$ cat config.mk
export PLATFORM = sky130hd
export DESIGN_NAME = rgb_to_hsv_pixel
export DESIGN_NICKNAME = d
export VERILOG_FILES = /design/src/rhsv_pkg.sv /design/src/rhsv_prep.sv /design/src/rhsv_cell.sv /design/src/rgb_to_hsv_pixel.sv
export SDC_FILE = /design/constraint.sdc
export NUM_CORES = 2
export LEC_CHECK = 0
export ABC_CLOCK_PERIOD_IN_PS = 2100
export BUFFER_PORTS_ARGS = -buffer_cell sky130_fd_sc_hd__clkbuf_2
export CORE_ASPECT_RATIO = 0.75
export CORE_MARGIN = 8
export CORE_UTILIZATION = 53
export DETAILED_ROUTE_END_ITERATION = 10
export PLACE_DENSITY = 0.79
export SLEW_MARGIN = 20
export SYNTH_ARGS = -nofsm -noshare
export SYNTH_HDL_FRONTEND = slang
export SYNTH_HIERARCHICAL = 1
export SYNTH_SLANG_ARGS = --single-unit
$ cat constraint.sdc
create_clock -name clk_i -period 2.1 [get_ports clk_i]
set_input_delay 0.42 -clock clk_i [delete_from_list [all_inputs] [get_ports clk_i]]
set_output_delay 0.42 -clock clk_i [all_outputs]
set_load 0.05 [all_outputs]
$ cat src/rhsv_pkg.sv
// rhsv_pkg: shared widths and the request record that moves down the divider chain.
// No dependencies.
`timescale 1ns / 1ps

package rhsv_pkg;

  localparam int unsigned ChanW   = 8;              // one color channel
  localparam int unsigned HueW    = 16;             // hue, fraction of a turn
  localparam int unsigned HueDivW = ChanW + 3;      // 6 * (max - min) fits here
  localparam int unsigned SatNumW = 2 * ChanW;      // (max - min) * 255
  localparam int unsigned NumCells = HueW;          // one quotient bit per cell

  // One request in flight: two restoring dividers side by side plus the value.
  typedef struct packed {
    logic               valid;
    logic [HueDivW-1:0] hue_rem;   // partial remainder, always below hue_div
    logic [HueDivW-1:0] hue_div;   // 6 * (max - min), 1 for grey
    logic [HueW-1:0]    hue_quo;
    logic [SatNumW-1:0] sat_num;   // dividend bits still to be shifted in
    logic [ChanW-1:0]   sat_rem;   // partial remainder, always below sat_div
    logic [ChanW-1:0]   sat_div;   // max, 1 for black
    logic [ChanW-1:0]   sat_quo;   // low quotient bits; the rest are zero
    logic [ChanW-1:0]   value;
  } cell_t;

endpackage

$ cat src/rhsv_prep.sv
// rhsv_prep: front stage, finds max/min, picks the hue sector and loads both dividers.
// Depends on rhsv_pkg.
`timescale 1ns / 1ps

module rhsv_prep (
  input  logic                      clk_i,
  input  logic                      rst_ni,
  input  logic                      valid_i,
  input  logic [rhsv_pkg::ChanW-1:0] red_i,
  input  logic [rhsv_pkg::ChanW-1:0] green_i,
  input  logic [rhsv_pkg::ChanW-1:0] blue_i,
  output rhsv_pkg::cell_t           cell_o
);

  localparam int unsigned NumW = rhsv_pkg::HueDivW + 1;

  logic [rhsv_pkg::ChanW-1:0]   mx, mn, dif;
  logic [rhsv_pkg::HueDivW-1:0] six_d;
  logic signed [NumW-1:0]       r_s, g_s, b_s, d_s, num;
  rhsv_pkg::cell_t              cell_d, cell_q;

  always_comb begin
    mx = red_i;
    mn = red_i;
    if (green_i > mx) mx = green_i;
    if (blue_i > mx) mx = blue_i;
    if (green_i < mn) mn = green_i;
    if (blue_i < mn) mn = blue_i;
    dif   = mx - mn;
    six_d = {1'b0, dif, 2'b00} + {2'b00, dif, 1'b0};

    r_s = $signed({{(NumW - rhsv_pkg::ChanW){1'b0}}, red_i});
    g_s = $signed({{(NumW - rhsv_pkg::ChanW){1'b0}}, green_i});
    b_s = $signed({{(NumW - rhsv_pkg::ChanW){1'b0}}, blue_i});
    d_s = $signed({{(NumW - rhsv_pkg::ChanW){1'b0}}, dif});

    // sector offset: red first, then green, then blue on ties
    priority if (mx == red_i) begin
      num = g_s - b_s;
      if (num < 0) num = num + $signed({1'b0, six_d});
    end else if (mx == green_i) begin
      num = (d_s <<< 1) + b_s - r_s;
    end else begin
      num = (d_s <<< 2) + r_s - g_s;
    end

    cell_d.valid = valid_i;
    if (dif == '0) begin
      // grey: 0 / 1 gives a zero hue
      cell_d.hue_rem = '0;
      cell_d.hue_div = rhsv_pkg::HueDivW'(1);
    end else begin
      cell_d.hue_rem = num[rhsv_pkg::HueDivW-1:0];
      cell_d.hue_div = six_d;
    end
    cell_d.hue_quo = '0;
    cell_d.sat_num = {dif, {rhsv_pkg::ChanW{1'b0}}} - {{rhsv_pkg::ChanW{1'b0}}, dif};
    cell_d.sat_rem = '0;
    cell_d.sat_div = (mx == '0) ? rhsv_pkg::ChanW'(1) : mx;
    cell_d.sat_quo = '0;
    cell_d.value   = mx;
  end

  always_ff @(posedge clk_i or negedge rst_ni) begin
    if (!rst_ni) begin
      cell_q <= '0;
    end else begin
      cell_q <= cell_d;
    end
  end

  assign cell_o = cell_q;

endmodule

$ cat src/rhsv_cell.sv
// rhsv_cell: one restoring-division step for hue and saturation, registered.
// Depends on rhsv_pkg.
`timescale 1ns / 1ps

module rhsv_cell (
  input  logic            clk_i,
  input  logic            rst_ni,
  input  rhsv_pkg::cell_t cell_i,
  output rhsv_pkg::cell_t cell_o
);

  logic [rhsv_pkg::HueDivW:0] hue_two;
  logic [rhsv_pkg::HueDivW:0] hue_sub;
  logic                       hue_ge;
  logic [rhsv_pkg::ChanW:0]   sat_two;
  logic [rhsv_pkg::ChanW:0]   sat_sub;
  logic                       sat_ge;
  rhsv_pkg::cell_t            cell_d, cell_q;

  always_comb begin
    hue_two = {cell_i.hue_rem, 1'b0};
    hue_sub = hue_two - {1'b0, cell_i.hue_div};
    hue_ge  = hue_two >= {1'b0, cell_i.hue_div};
    sat_two = {cell_i.sat_rem, cell_i.sat_num[rhsv_pkg::SatNumW-1]};
    sat_sub = sat_two - {1'b0, cell_i.sat_div};
    sat_ge  = sat_two >= {1'b0, cell_i.sat_div};

    cell_d         = cell_i;
    cell_d.hue_rem = hue_ge ? hue_sub[rhsv_pkg::HueDivW-1:0] : hue_two[rhsv_pkg::HueDivW-1:0];
    cell_d.hue_quo = {cell_i.hue_quo[rhsv_pkg::HueW-2:0], hue_ge};
    cell_d.sat_num = {cell_i.sat_num[rhsv_pkg::SatNumW-2:0], 1'b0};
    cell_d.sat_rem = sat_ge ? sat_sub[rhsv_pkg::ChanW-1:0] : sat_two[rhsv_pkg::ChanW-1:0];
    cell_d.sat_quo = {cell_i.sat_quo[rhsv_pkg::ChanW-2:0], sat_ge};
  end

  always_ff @(posedge clk_i or negedge rst_ni) begin
    if (!rst_ni) begin
      cell_q <= '0;
    end else begin
      cell_q <= cell_d;
    end
  end

  assign cell_o = cell_q;

endmodule

$ cat src/rgb_to_hsv_pixel.sv
// rgb_to_hsv_pixel: top level, RGB to HSV pixel converter.
// Depends on rhsv_pkg, rhsv_prep and rhsv_cell.
`timescale 1ns / 1ps

// Takes one pixel request per clock, every clock: busy is always low, so a
// request is taken whenever start is high. Each result appears on hue_o,
// saturation_o and brightness_o for a single cycle with valid_o high, once
// it has passed the front-stage register and every cell register, in request order. The
// receiver cannot stall the block and must take every result when shown.
// The pipeline is the front stage (max/min and sector selection, one
// register) plus a row of 16 division cells, one quotient bit per cell for
// the 16-bit hue; the 8-bit saturation divider rides in the same cells.
// The block keeps no state across pixels; reset only empties the pipeline.

module rgb_to_hsv_pixel (
  input  logic                       clk_i,
  input  logic                       rst_ni,
  input  logic                       start,
  output logic                       busy,
  input  logic [rhsv_pkg::ChanW-1:0] red_i,
  input  logic [rhsv_pkg::ChanW-1:0] green_i,
  input  logic [rhsv_pkg::ChanW-1:0] blue_i,
  output logic                       valid_o,
  output logic [rhsv_pkg::HueW-1:0]  hue_o,
  output logic [rhsv_pkg::ChanW-1:0] saturation_o,
  output logic [rhsv_pkg::ChanW-1:0] brightness_o
);

  localparam int unsigned Latency = rhsv_pkg::NumCells + 1;

  // stage[0] is the front stage, stage[k] the output of cell k
  rhsv_pkg::cell_t stage [rhsv_pkg::NumCells+1];

  // fully pipelined: never refuses a request
  assign busy = 1'b0;

  rhsv_prep u_prep (
    .clk_i   (clk_i),
    .rst_ni  (rst_ni),
    .valid_i (start && !busy),
    .red_i   (red_i),
    .green_i (green_i),
    .blue_i  (blue_i),
    .cell_o  (stage[0])
  );

  for (genvar i = 0; i < rhsv_pkg::NumCells; i++) begin : g_cell
    rhsv_cell u_cell (
      .clk_i  (clk_i),
      .rst_ni (rst_ni),
      .cell_i (stage[i]),
      .cell_o (stage[i+1])
    );
  end

  // last cell's register is the output register
  assign valid_o      = stage[rhsv_pkg::NumCells].valid;
  assign hue_o        = stage[rhsv_pkg::NumCells].hue_quo;
  assign saturation_o = stage[rhsv_pkg::NumCells].sat_quo;
  assign brightness_o = stage[rhsv_pkg::NumCells].value;

  // a taken request comes out on valid_o at the end of the pipeline
  a_latency: assert property (@(posedge clk_i) disable iff (!rst_ni)
    (start && !busy) |-> ##Latency valid_o)
    else $error("result missing after request");

  // nothing comes out without a request
  a_no_spurious: assert property (@(posedge clk_i) disable iff (!rst_ni)
    !(start && !busy) |-> ##Latency !valid_o)
    else $error("result without request");

  // black pixel gives zero hue and saturation
  a_black: assert property (@(posedge clk_i) disable iff (!rst_ni)
    (valid_o && brightness_o == '0) |-> (saturation_o == '0 && hue_o == '0))
    else $error("black pixel with nonzero hue or saturation");

  // value is the largest channel of the matching request
  a_value_max: assert property (@(posedge clk_i) disable iff (!rst_ni)
    valid_o |-> (brightness_o >= $past(red_i, Latency) &&
                 brightness_o >= $past(green_i, Latency) &&
                 brightness_o >= $past(blue_i, Latency)))
    else $error("brightness below an input channel");

endmodule

==> flow_summary_export.csv <==
group,metric,value,unit
clock_tree,cts_buffers,100,
cells_and_area,fin_cells,6453,
timing,fmax,147.7,MHz
setup_path,cp.required,2670,ps
timing,final.setup.tns,-180010,ps
route,vias_per_cell,5.820,
floorplanning,placementRows,96,
route,via_count,37560,
cells_and_area,final_cell_mix,"1048 x dfrtp_1, 697 x buf_4, 408 x inv_1",
floorplanning,io_pins,61,
setup_path,critPathLaunchType,"input port",
clock_tree,root_buffer,"clkbuf_16",
clock_tree,cts_buffer_depth,3,
route,post_drt_wl_per_cell,21.85,um
run,cap_violations,0,
setup_path,cp_slowest_cell,"a2111o_1",
synth,avgSynthCellArea,11.72,um^2
cells_and_area,insertedDiodeCount,0,
setup_path,cp.arrival,7340,ps
floorplanning,dieArea,102300,um^2
place,gp_congestion,0.9423,
setup_path,worst_setup_path_end_kind,"flop",
cells_and_area,nNetsFinal,5611,
setup_path,max_stage_delay,500,ps
timing,final.setup_skew,36.61,ps
global_route,gr-total-overflow,0,
clock_tree,tritoncts,"built",
synth,yosysWarningCount,6,
cells_and_area,final_util,0.7158,
setup_path,crit_top_cell,"a21oi_2",
clock_tree,htreeDepth,3,
cells_and_area,num-fill-cells,5280,
timing,rsz0062_at_grt,"true",
floorplanning,core,91410,um^2
timing,finalSetupViolCount,222,
setup_path,path_class,"input port to flop",
min_path,hold_class,"input port to asynchronous set/reset pin",
place,portBuffers,59,
route,wl,141.0,mm
floorplanning,die_height,279.1,um
global_route,grt_usage,0.2282,
route,drtIter0Drc,3661,
cells_and_area,syn_to_final_growth,33.81,%
clock_tree,cts.sinks,1061,
place,hpwl,78.66,mm
timing,period_share,3.224,
timing,fin_ws,-4671,ps
setup_path,crit_fanout,7,
timing,relSlewSlack,0.4134,
clock_tree,clk_pin_slew,60,ps
cells_and_area,drive_above_1_share,0.3684,
timing,slew_violations,0,
clock_tree,clkLatencyLatePin,690,ps
route,drc,0,
synth,synth_cells,4172,
cells_and_area,layout_commonest_cell,"dfrtp_1",
place,dp_slack,-5334,ps
global_route,grt_pass1_wl,192.7,mm
global_route,grt_max_degree,123,
run_status,violations,"negative setup slack",
floorplanning,start_util,0.5350,
route,dr.pass1.iters,8,
route,ant_nets,0,
timing,tightest_slew,873.2,ps
global_route,antenna_found_initial,1,
setup_path,reg2reg_setup_slack,-300,ps
timing,post-route-min-period,6771,ps
timing,hold_violations,0,
place,placedCellCount,6036,
run_status,outcome,"complete, but fails checks",
global_route,grt_pass1_vias,36780,
floorplanning,die_x,366.7,um
synth,synth_area,48900,um^2
==> final timing paths <==
kind,from,to,cells after the start
worst max-delay path,red_i[2],u_prep/cell_o[84],36
worst min-delay path,rst_ni,g_cell[11].u_cell/cell_o[19],2
worst max register to register,u_prep/cell_o[65],g_cell[0].u_cell/cell_o[78],7
worst min register to register,g_cell[14].u_cell/cell_o[59],g_cell[15].u_cell/cell_o[60],0
max in group asynchronous,rst_ni,g_cell[0].u_cell/cell_o[76],3
min in group clk_i,blue_i[0],u_prep/cell_o[75],5
==> state kept, by name, indices dropped and copies added (netlist names) <==
signal	count
g_cell.u_cell/cell_o	1006
u_prep/cell_o	55
==> timing repair <==
action                                  4_1_cts  5_1_grt
setup buffers                               117      134
hold buffers                                  2        0
endpoints found under the hold margin        90        0
cloned                                       11        8
endpoints found under the setup margin      250      316
pin swaps                                   184      258
gates resized for setup                     399      577
==> area by class of cell <==
type / count / area (um^2) / share of cell area
multi-input cells: 2591 / 24470 / 0.3741
flip-flops and latches: 1061 / 26570 / 0.4060
repair buffers: 909 / 7661 / 0.1171
clock buffers: 153 / 2954 / 0.04515
well taps: 1225 / 1533 / 0.02343
clock inverters: 27 / 362.8 / 0.005546
inverters: 487 / 1878 / 0.02870
==> critical path: cells and delay by family <==
| family | cells | cell delay [ps] |
|---|---|---|
| AOI/OAI and AO/OA | 15 | 2770 |
| adders and majority gates | 5 | 1530 |
| and+or+nand+nor | 6 | 1080 |
| buffers and inverters | 7 | 810 |
| muxes | 2 | 520 |
| xor gates and xnor gates | 1 | 200 |
==> per-layer routing <==
| layer | vias up | share of wire | GRT usage |
|---|---|---|---|
| li1 | 16360 | - | - |
| met1 | 18780 | 0.40 | 0.3075 |
| met2 | 1892 | 0.49 | 0.3858 |
| met3 | 524 | 0.070 | 0.03604 |
| met4 | 2 | 0.043 | 0.06301 |
| met5 | - | 0.000092 | 0 |
==> stage by stage <==
step                      cell area, um^2  hold slack, ps
after floorplan                     49390           124.4
after global placement              55850           331.2
after detailed placement            55850           334.7
after CTS                           62000           256.9
after global routing                65430           278.0
final                               65430           279.1
Power is left out: the tool's default activity adds up to more than one toggle a clock period on the data nets, which glitch-free logic cannot reach.
